$ cat src/gpioevt_pkg.sv
// Shared types, register map and constants of the GPIO register block.
package gpioevt_pkg;

  localparam int unsigned PinCountDefault = 54;
  localparam int unsigned MaxPins         = 64;
  localparam int unsigned PinOutWidth     = 54;
  localparam int unsigned PinsPerWord     = 10;
  localparam int unsigned FselWords       = 6;
  localparam int unsigned SdPinFirst      = 48;
  localparam int unsigned SdPinLast       = 53;

  localparam logic [2:0] FselInput  = 3'd0;
  localparam logic [2:0] FselOutput = 3'd1;
  localparam logic [2:0] FselAlt0   = 3'd4;

  localparam logic [11:0] AddrFsel0  = 12'h000;
  localparam logic [11:0] AddrFsel1  = 12'h004;
  localparam logic [11:0] AddrFsel2  = 12'h008;
  localparam logic [11:0] AddrFsel3  = 12'h00C;
  localparam logic [11:0] AddrFsel4  = 12'h010;
  localparam logic [11:0] AddrFsel5  = 12'h014;
  localparam logic [11:0] AddrSet0   = 12'h01C;
  localparam logic [11:0] AddrSet1   = 12'h020;
  localparam logic [11:0] AddrClr0   = 12'h028;
  localparam logic [11:0] AddrClr1   = 12'h02C;
  localparam logic [11:0] AddrLev0   = 12'h034;
  localparam logic [11:0] AddrLev1   = 12'h038;
  localparam logic [11:0] AddrEds0   = 12'h040;
  localparam logic [11:0] AddrEds1   = 12'h044;
  localparam logic [11:0] AddrRen0   = 12'h04C;
  localparam logic [11:0] AddrRen1   = 12'h050;
  localparam logic [11:0] AddrFen0   = 12'h058;
  localparam logic [11:0] AddrFen1   = 12'h05C;
  localparam logic [11:0] AddrHen0   = 12'h064;
  localparam logic [11:0] AddrHen1   = 12'h068;
  localparam logic [11:0] AddrLen0   = 12'h070;
  localparam logic [11:0] AddrLen1   = 12'h074;
  localparam logic [11:0] AddrAren0  = 12'h07C;
  localparam logic [11:0] AddrAren1  = 12'h080;
  localparam logic [11:0] AddrAfen0  = 12'h088;
  localparam logic [11:0] AddrAfen1  = 12'h08C;
  localparam logic [11:0] AddrPud    = 12'h094;
  localparam logic [11:0] AddrPudClk0 = 12'h098;
  localparam logic [11:0] AddrPudClk1 = 12'h09C;

  localparam logic [31:0] Irq0Mask0 = 32'h0fffffff;
  localparam logic [31:0] Irq1Mask0 = 32'hf0000000;
  localparam logic [31:0] Irq1Mask1 = 32'h00003fff;
  localparam logic [31:0] Irq2Mask1 = 32'h003fc000;

  typedef enum logic [3:0] {
    OpFsel   = 4'd0,
    OpSet    = 4'd1,
    OpClr    = 4'd2,
    OpLevel  = 4'd3,
    OpStatus = 4'd4,
    OpRise   = 4'd5,
    OpFall   = 4'd6,
    OpHigh   = 4'd7,
    OpLow    = 4'd8,
    OpARise  = 4'd9,
    OpAFall  = 4'd10,
    OpPull   = 4'd11,
    OpBad    = 4'd12
  } gpio_op_e;

  typedef struct packed {
    logic        mode;
    logic [11:0] address;
    logic [31:0] write_data;
  } gpio_in_t;

  typedef struct packed {
    logic [31:0]            read_data;
    logic [2:0]             irq_lines;
    logic [PinOutWidth-1:0] pin_outputs;
    logic                   sd_route;
    logic                   bad_offset;
  } gpio_out_t;

endpackage

$ cat src/gpio_register_block_with_event_detect_core.sv
// GPIO controller register block with edge and level event detection.
//
// One bus transaction per cycle: a read or write is accepted whenever the
// result register is free or being drained, and its result (read data, interrupt
// lines, driven pin levels, SD route, bad-offset flag) appears in the result
// register in the next cycle, reflecting the state after the access. All decode,
// set/clear, event latching and select packing is a single pass of bitwise
// logic from the state registers and the incoming transaction into the state
// and result registers, so the sustained rate is one transaction per cycle and
// only back-pressure on the result side slows it. PIN_COUNT (33 to 64) sets how
// many function selects and output levels are stored.
module gpio_register_block_with_event_detect_core
  import gpioevt_pkg::*;
#(
  parameter int unsigned PIN_COUNT = PinCountDefault
) (
  input  logic      clk_i,
  input  logic      rst_ni,
  input  logic      in_valid_i,
  output logic      in_stall_o,
  input  gpio_in_t  in_data_i,
  output logic      out_valid_o,
  input  logic      out_stall_i,
  output gpio_out_t out_data_o
);

  // state
  logic [2:0]           fsel_q [PIN_COUNT];
  logic [PIN_COUNT-1:0] out_lvl_q, out_lvl_d;
  logic [31:0]          lvl_q [2], lvl_d [2];
  logic [31:0]          eds_q [2], eds_d [2];
  logic [31:0]          ren_q [2], ren_d [2];
  logic [31:0]          fen_q [2], fen_d [2];
  logic [31:0]          hen_q [2], hen_d [2];
  logic [31:0]          len_q [2], len_d [2];
  logic [31:0]          aren_q [2], aren_d [2];
  logic [31:0]          afen_q [2], afen_d [2];
  logic                 sd_q, sd_d;

  logic      out_valid_q;
  gpio_out_t out_q, out_d;

  logic       accept, wr, fsel_wr, is_mask;
  gpio_op_e   op;
  logic       bank;
  logic [2:0] word;
  logic [31:0] wdata;
  logic [31:0] rd;
  logic [31:0] ch [2];
  logic [2:0]  sel_cur [MaxPins];
  logic [2:0]  sel_new [MaxPins];
  logic [31:0] packed_w [8];
  logic [MaxPins-1:0] out_lvl_wide;
  logic        all0, all4;

  assign in_stall_o = out_valid_q && out_stall_i;
  assign accept     = in_valid_i && !in_stall_o;
  assign wr         = accept && in_data_i.mode;
  assign wdata      = in_data_i.write_data;
  assign word       = in_data_i.address[4:2];
  assign fsel_wr    = wr && (op == OpFsel);
  assign is_mask    = (op == OpRise) || (op == OpFall) || (op == OpHigh) ||
                      (op == OpLow) || (op == OpARise) || (op == OpAFall);

  // address decode
  always_comb begin
    op   = OpBad;
    bank = 1'b0;
    case (in_data_i.address)
      AddrFsel0, AddrFsel1, AddrFsel2,
      AddrFsel3, AddrFsel4, AddrFsel5: op = OpFsel;
      AddrSet0:  op = OpSet;
      AddrSet1:  begin op = OpSet;    bank = 1'b1; end
      AddrClr0:  op = OpClr;
      AddrClr1:  begin op = OpClr;    bank = 1'b1; end
      AddrLev0:  op = OpLevel;
      AddrLev1:  begin op = OpLevel;  bank = 1'b1; end
      AddrEds0:  op = OpStatus;
      AddrEds1:  begin op = OpStatus; bank = 1'b1; end
      AddrRen0:  op = OpRise;
      AddrRen1:  begin op = OpRise;   bank = 1'b1; end
      AddrFen0:  op = OpFall;
      AddrFen1:  begin op = OpFall;   bank = 1'b1; end
      AddrHen0:  op = OpHigh;
      AddrHen1:  begin op = OpHigh;   bank = 1'b1; end
      AddrLen0:  op = OpLow;
      AddrLen1:  begin op = OpLow;    bank = 1'b1; end
      AddrAren0: op = OpARise;
      AddrAren1: begin op = OpARise;  bank = 1'b1; end
      AddrAfen0: op = OpAFall;
      AddrAfen1: begin op = OpAFall;  bank = 1'b1; end
      AddrPud, AddrPudClk0, AddrPudClk1: op = OpPull;
      default:   op = OpBad;
    endcase
  end

  // per-pin select view; absent pins read as input select
  for (genvar p = 0; p < MaxPins; p++) begin : g_pin
    if (p < PIN_COUNT) begin : g_has
      assign sel_cur[p] = fsel_q[p];
      assign sel_new[p] = (fsel_wr && (word == 3'(p / PinsPerWord))) ?
                          wdata[3*(p % PinsPerWord) +: 3] : fsel_q[p];
      assign out_lvl_d[p] = (ch[p / 32][p % 32] && (sel_cur[p] == FselOutput)) ?
                            (op == OpSet) : out_lvl_q[p];
    end else begin : g_none
      assign sel_cur[p] = FselInput;
      assign sel_new[p] = FselInput;
    end
  end

  // packed select words for reads; words past the map read zero
  for (genvar w = 0; w < 8; w++) begin : g_word
    if (w < FselWords) begin : g_used
      for (genvar i = 0; i < PinsPerWord; i++) begin : g_slot
        assign packed_w[w][3*i +: 3] = sel_cur[PinsPerWord*w + i];
      end
      assign packed_w[w][31:3*PinsPerWord] = '0;
    end else begin : g_unused
      assign packed_w[w] = '0;
    end
  end

  // level, event and mask update per bank
  always_comb begin
    logic det;
    for (int b = 0; b < 2; b++) begin
      det       = 1'b0;
      ch[b]     = '0;
      lvl_d[b]  = lvl_q[b];
      eds_d[b]  = eds_q[b];
      ren_d[b]  = ren_q[b];
      fen_d[b]  = fen_q[b];
      hen_d[b]  = hen_q[b];
      len_d[b]  = len_q[b];
      aren_d[b] = aren_q[b];
      afen_d[b] = afen_q[b];
      if (wr && (bank == 1'(b))) begin
        case (op)
          OpSet: begin
            ch[b]    = wdata & ~lvl_q[b];
            lvl_d[b] = lvl_q[b] | wdata;
            eds_d[b] = eds_q[b] | ((ren_q[b] | aren_q[b]) & ch[b]);
            det      = 1'b1;
          end
          OpClr: begin
            ch[b]    = wdata & lvl_q[b];
            lvl_d[b] = lvl_q[b] & ~wdata;
            eds_d[b] = eds_q[b] | ((fen_q[b] | afen_q[b]) & ch[b]);
            det      = 1'b1;
          end
          OpStatus: eds_d[b]  = eds_q[b] & ~wdata;
          OpRise:   ren_d[b]  = wdata;
          OpFall:   fen_d[b]  = wdata;
          OpHigh:   hen_d[b]  = wdata;
          OpLow:    len_d[b]  = wdata;
          OpARise:  aren_d[b] = wdata;
          OpAFall:  afen_d[b] = wdata;
          default:  ;
        endcase
      end
      // a mask write rescans levels on both banks
      if (wr && is_mask) det = 1'b1;
      if (det) begin
        eds_d[b] = eds_d[b] | (hen_d[b] & lvl_d[b]) | (len_d[b] & ~lvl_d[b]);
      end
    end
  end

  // SD route from the selects of pins 48 to 53
  always_comb begin
    all0 = 1'b1;
    all4 = 1'b1;
    for (int p = SdPinFirst; p <= SdPinLast; p++) begin
      if (sel_new[p] != FselInput) all0 = 1'b0;
      if (sel_new[p] != FselAlt0)  all4 = 1'b0;
    end
    sd_d = sd_q;
    if (fsel_wr) begin
      if (all0)      sd_d = 1'b0;
      else if (all4) sd_d = 1'b1;
    end
  end

  // read mux
  always_comb begin
    rd = '0;
    if (!in_data_i.mode) begin
      case (op)
        OpFsel:   rd = packed_w[word];
        OpLevel:  rd = lvl_q[bank];
        OpStatus: rd = eds_q[bank];
        OpRise:   rd = ren_q[bank];
        OpFall:   rd = fen_q[bank];
        OpHigh:   rd = hen_q[bank];
        OpLow:    rd = len_q[bank];
        OpARise:  rd = aren_q[bank];
        OpAFall:  rd = afen_q[bank];
        default:  rd = '0;
      endcase
    end
  end

  assign out_lvl_wide = MaxPins'(out_lvl_d);

  always_comb begin
    out_d.read_data   = rd;
    out_d.irq_lines[0] = |(eds_d[0] & Irq0Mask0);
    out_d.irq_lines[1] = |(eds_d[0] & Irq1Mask0) || |(eds_d[1] & Irq1Mask1);
    out_d.irq_lines[2] = |(eds_d[1] & Irq2Mask1);
    out_d.pin_outputs = out_lvl_wide[PinOutWidth-1:0];
    out_d.sd_route    = sd_d;
    out_d.bad_offset  = (op == OpBad);
  end

  // state registers; next values equal current ones unless a write is accepted
  always_ff @(posedge clk_i or negedge rst_ni) begin
    if (!rst_ni) begin
      for (int p = 0; p < PIN_COUNT; p++) fsel_q[p] <= FselInput;
      for (int b = 0; b < 2; b++) begin
        lvl_q[b]  <= '0;
        eds_q[b]  <= '0;
        ren_q[b]  <= '0;
        fen_q[b]  <= '0;
        hen_q[b]  <= '0;
        len_q[b]  <= '0;
        aren_q[b] <= '0;
        afen_q[b] <= '0;
      end
      out_lvl_q <= '0;
      sd_q      <= 1'b0;
    end else begin
      for (int p = 0; p < PIN_COUNT; p++) fsel_q[p] <= sel_new[p];
      for (int b = 0; b < 2; b++) begin
        lvl_q[b]  <= lvl_d[b];
        eds_q[b]  <= eds_d[b];
        ren_q[b]  <= ren_d[b];
        fen_q[b]  <= fen_d[b];
        hen_q[b]  <= hen_d[b];
        len_q[b]  <= len_d[b];
        aren_q[b] <= aren_d[b];
        afen_q[b] <= afen_d[b];
      end
      out_lvl_q <= out_lvl_d;
      sd_q      <= sd_d;
    end
  end

  // result register: load on accept, drop once taken
  always_ff @(posedge clk_i or negedge rst_ni) begin
    if (!rst_ni) begin
      out_valid_q <= 1'b0;
    end else if (accept) begin
      out_valid_q <= 1'b1;
    end else if (!out_stall_i) begin
      out_valid_q <= 1'b0;
    end
  end

  always_ff @(posedge clk_i) begin
    if (accept) begin
      out_q <= out_d;
    end
  end

  assign out_valid_o = out_valid_q;
  assign out_data_o  = out_q;

endmodule

$ cat config.mk
export PLATFORM = sky130hd
export DESIGN_NAME = gpio_register_block_with_event_detect_core
export DESIGN_NICKNAME = d
export VERILOG_FILES = /design/src/gpioevt_pkg.sv /design/src/gpio_register_block_with_event_detect_core.sv
export SDC_FILE = /design/constraint.sdc
export NUM_CORES = 2
export LEC_CHECK = 0
export CAP_MARGIN = 20
export CORE_UTILIZATION = 45
export CTS_BUF_LIST = sky130_fd_sc_hd__clkbuf_2 sky130_fd_sc_hd__clkbuf_4 sky130_fd_sc_hd__clkbuf_8
export DETAILED_ROUTE_END_ITERATION = 6
export DONT_BUFFER_PORTS = 1
export SYNTH_ARGS = -nofsm -noshare
export SYNTH_HDL_FRONTEND = slang
export SYNTH_SLANG_ARGS = --single-unit
$ cat constraint.sdc
create_clock -name clk_i -period 14.5 [get_ports clk_i]
set_input_delay 1.45 -clock clk_i [delete_from_list [all_inputs] [get_ports clk_i]]
set_output_delay 1.45 -clock clk_i [all_outputs]
set_load 0.01 [all_outputs]
=== Word level (Yosys, flattened, before mapping) ===
Cells that the tools add are included.

* Memories: 0
* RAM bits: 0
* Memory bits (read-only): 0
* Register bits: 821
* Bits in latches: 0

* Equality and inequality tests: 105
* Magnitude comparators: 2
* Div/mod/pow operators: 0
* Bitwise logic cells: 38
* Reduce and logical (&&, ||, !) cells: 109
* $mul: 0
* Shifts and indexed selects: 0
* Add/subtract/negate cells: 0
* Muxes and demuxes: 134

{| class="wikitable"
|+ Operator list
! cell !! number
|-
| 32-bit two-way mux || 41
|-
| 32-bit AND || 16
|-
| 32-bit OR || 14
|-
| 32-bit case mux with 9 select lines || 1
|-
| 32-bit case mux with 2 select lines || 3
|-
| 32-bit case mux with 3 select lines || 2
|-
| 3-bit by 1-bit == test with 1-bit output, second input constant || 55
|-
| 32-bit NOT || 5
|-
| 12-bit by 7-bit == test with 1-bit output, second input constant || 11
|-
| 32-bit binary-select mux with 3-bit select || 1
|-
| 1-bit two-way mux || 77
|-
| 12-bit by 8-bit == test with 1-bit output, second input constant || 6
|-
| 1-bit logical AND || 67
|-
| 12-bit by 6-bit == test with 1-bit output, second input constant || 5
|-
| 4-bit case mux with 12 select lines || 1
|-
| 22-bit case mux with 2 select lines || 1
|-
| 12-bit by 5-bit == test with 1-bit output, second input constant || 3
|-
| 28-bit OR reduction || 1
|-
| 12-bit by 4-bit == test with 1-bit output, second input constant || 2
|-
| 22-bit two-way mux || 1
|-
| 2-bit OR reduction || 11
|-
| 3-bit two-way mux || 6
|-
| 3-bit != test, second input constant || 6
|-
| 3-bit nonzero test || 6
|-
| other kinds (25) || 46
|}

=== Longest topological paths before layout ===
* Depth in word-level cells: 17
* Mapped depth: 14
* Mapped depth without buffers: 9

=== Worst setup path before layout ===
Ideal clock, no wire load.

* Path type: input -> register
* From: input in_valid_i
* To: register out_q (netlist bit out_data_o[56]), data pin
* Arrival: 11.760 ns
* Buffers on the path: 1
* Required time: 14.227 ns
* Stages on the path: 10
* Path slack: 2.467 ns
* Cell sequence: a21boi_0 nand2_1 nor4_2 buf_2 mux2_2 mux2_2 a21boi_0 nand4_1 nor4_1 nand4_1

{| class="wikitable"
|+ RTL lines
! element !! line !! source
|-
| start: declaration || gpio_register_block_with_event_detect_core.sv:19 || <nowiki>input logic in_valid_i,</nowiki>
|-
| end signal: assignment || gpio_register_block_with_event_detect_core.sv:261 || <nowiki>out_q <= out_d;</nowiki>
|-
| end: declaration || gpio_register_block_with_event_detect_core.sv:41 || <nowiki>gpio_out_t out_q, out_d;</nowiki>
|}

==> run summary <==
Wire length per cell: 30.6 um
H-tree levels: 4
RSZ-0062 raised after global routing: no
Prevailing post-synth register cell: dfrtp_1
DP Wirelength: 94.1 mm
Global-route wire length before repair: 216 mm
Total Routing Usage GR: 32.7%
Syn Area/Cell: 11.0 um2
Yosys cell types: 83
Ratio of cells with drive above 1 in the final layout: 25.4%
Cell count after synthesis: 3,682
Remaining DRCs: 12
Crit. Startpoint: in_data_i[41]
Hold Worst Slack: 0.345 ns
Reg2Reg Depth: 11
VDD IR max: 0.102 mV
Worst setup path end: out_data_o[57]
Initial DRC count: 4,099
#FFs+latches synth: 821
Failing checks: design-rule violations, max-slew violations
Asr flop ratio synth: 88.9%
Worst Path Max Fanout: 67
Worst-skew pair later-pin latency: 0.85 ns
Worst setup EP type: flip-flop
Power Dens Cells: 108 nW/um2
I/O Pins: 142
Util after Layout: 50.0%
Status: finished with violations
Gr ovfl total: 0
Fmax: 0.182 GHz
Register area share after synthesis: 52.0%
Net count, final: 3,618
Origin of the critical flop-to-flop path: out_valid_o
Cts bufs inserted: 146
Chip width: 302 um
Minimum clock period: 5.48 ns
Clk slew on worst S/H paths: 0.06 ns
Maximum capacitance violations: 0
Leak: 19.3 nW
Critical R2R Capture: out_data_o[56]
Final Slew Violations: 534
Slew Limit Headroom: -192%
Setup TNS: 0 ns
Worst hold path class: input pin to async pin
Hold-fix buffer count after cts: 0
Num rows: 109
Post-Route WL: 149 mm
Vias in the first global route: 30,200
Drt first pass iters: 7
DIE AREA: 91,000 um2
Routed Antenna Nets: 0
Clock Tree Root: clkbuf_8
Clk sinks: 821
Post-cts resize count: 0
CP Data Arrival Time: 6.03 ns
Worst-case clock skew: 0.0338 ns
Pin count of the biggest net entering global routing: 731
Synthesis Warnings: 0
Via count: 31,400
Mapped Area: 40,400 um2
Finished layout cell area: 44,300 um2
Buffer depth of the longest clock path: 3
Number of synthesized flops with an enable pin: 91
Worst path required time: 15.05 ns
Final Hold Violating Endpoints: 0
RD Place Congestion: 0.985
Synthesis-to-finish area growth: 9.68%
CTS tree: yes
Flop2flop setup slack: 9.69 ns
Crit path launch type: input pin
Core region area: 88,600 um2
Fin crit share: 37.8%
Least-Margin Pin Slew: 4.38 ns
Synthesized Nets: 3,731
Post-CTS Setup Inserts: 0
Initial core utilization: 45.6%
Initial antenna violation count: 6
Layout filler cell count: 8,132
Setup CP Type: input pin to flip-flop
Die height: 302 um
IO buf count: 0
Dpl cell area: 41,100 um2
Final setup violation count: 0
Vias/cell: 6.48
## per-stage QoR
stage / power [mW] / std cells / setup slack (ns)
after global placement: 2.45 / 4579 / 8.32
after CTS: 4.79 / 4846 / 9.18
final: 4.77 / 4854 / 9.02
after floorplan: 2.47 / 3682 / 2.47
after detailed placement: 2.45 / 4579 / 8.28
after global routing: 4.90 / 4854 / 8.97
## synth_stat cells, drive strengths merged (10+ instances only)
master	count	area (um2)
a211oi	14	140
a21boi	10	75.1
a21oi	160	801
a222oi	41	410
a22o	46	403
a22oi	49	368
a31oi	11	68.8
a32oi	66	578
a41oi	21	184
and3	15	93.8
buf	127	663
clkbuf	199	747
dfrtp	730	18300
edfxtp	91	2730
inv	85	319
mux2	534	6010
mux2i	113	1130
mux4	17	383
nand2	548	2060
nand3	46	230
nand4	72	463
nor2	114	438
nor3	14	92.6
nor3b	53	398
nor4	33	288
o211ai	17	133
o21ai	210	1050
o21bai	34	255
o22ai	89	557
o31ai	30	269
or3	15	93.8
## placed cells by master, fill, tap and decap left out, drive strengths merged, types with 14 or more instances in the layout
cell	count
dfrtp	730
nand2	548
mux2	534
clkbuf	230
o21ai	210
a21oi	160
nor2	114
mux2i	113
inv	94
edfxtp	91
o22ai	89
nand4	72
a32oi	66
buf	58
nor3b	53
a22oi	49
a22o	46
nand3	46
a222oi	41
o21bai	34
nor4	33
o31ai	30
clkinv	25
a41oi	21
mux4	17
o211ai	17
or3	15
and3	15
a211oi	14
nor3	14
## power by group
part           internal [mW]  leakage, nW  switching (mW)
Sequential              2.34         11.0          0.0132
Clock                   1.31         1.67            1.04
Combinational         0.0188         6.64          0.0378
## state kept, by name, indices dropped and copies added (netlist names)
signal / cells
len_q: 64
fen_q: 64
eds_q: 64
out_valid_o: 1
afen_q: 64
sd_q: 1
fsel_q: 162
hen_q: 64
aren_q: 64
lvl_q: 64
out_lvl_q: 54
out_data_o: 91
ren_q: 64
## routing by layer
metal,vias up,wire [um],track usage [%]
met2,1759,65100,47.9
met1,16000,61000,44.7
met3,364,16200,9.67
met5,-,39,0
met4,6,6460,14.6
li1,13300,-,-
## worst min path at each step
stage / slack, ns / from / depth (start not counted) / end
2_1_floorplan: 0.45 / out_lvl_q[0] / 2 / out_lvl_q[0]
3_3_place_gp: 0.47 / out_lvl_q[18] / 2 / out_lvl_q[18]
3_5_place_dp: 0.48 / out_lvl_q[11] / 2 / out_lvl_q[11]
4_1_cts: 0.30 / rst_ni / 0 / out_valid_o
5_1_grt: 0.32 / rst_ni / 0 / out_valid_o
6_report: 0.34 / rst_ni / 0 / out_valid_o
## cells by family after synthesis
| group | synth area share (%) |
|---|---|
| compound gates | 14.0 |
| buf+inv | 4.28 |
| xor+xnor | 0.102 |
| simple gates | 11.0 |
| flops | 52.0 |
| mux | 18.6 |
## critical path, stage by stage
cell	delay [ns]
nor4_4	0.70
and4_4	0.63
buf_4	0.75
and4_2	0.62
buf_4	0.48
nand2_1	0.10
a22o_1	0.21
mux2_2	0.22
o21ai_1	0.12
nor4_1	0.54
nand4_1	0.15
## area by class of cell
type | instances | area, um2 | share of cell area (%)
Inverter | 85 | 319 | 0.720
Multi-Input combinational cell | 2450 | 17900 | 40.3
Clock buffer | 223 | 2750 | 6.21
Antenna cell | 1 | 2.50 | 0.00565
Clock inverter | 44 | 409 | 0.924
Tap cell | 1165 | 1460 | 3.29
Timing Repair Buffer | 65 | 500 | 1.13
Sequential cell | 821 | 21000 | 47.4
No activity file was read; power rests on OpenSTA's default activity.
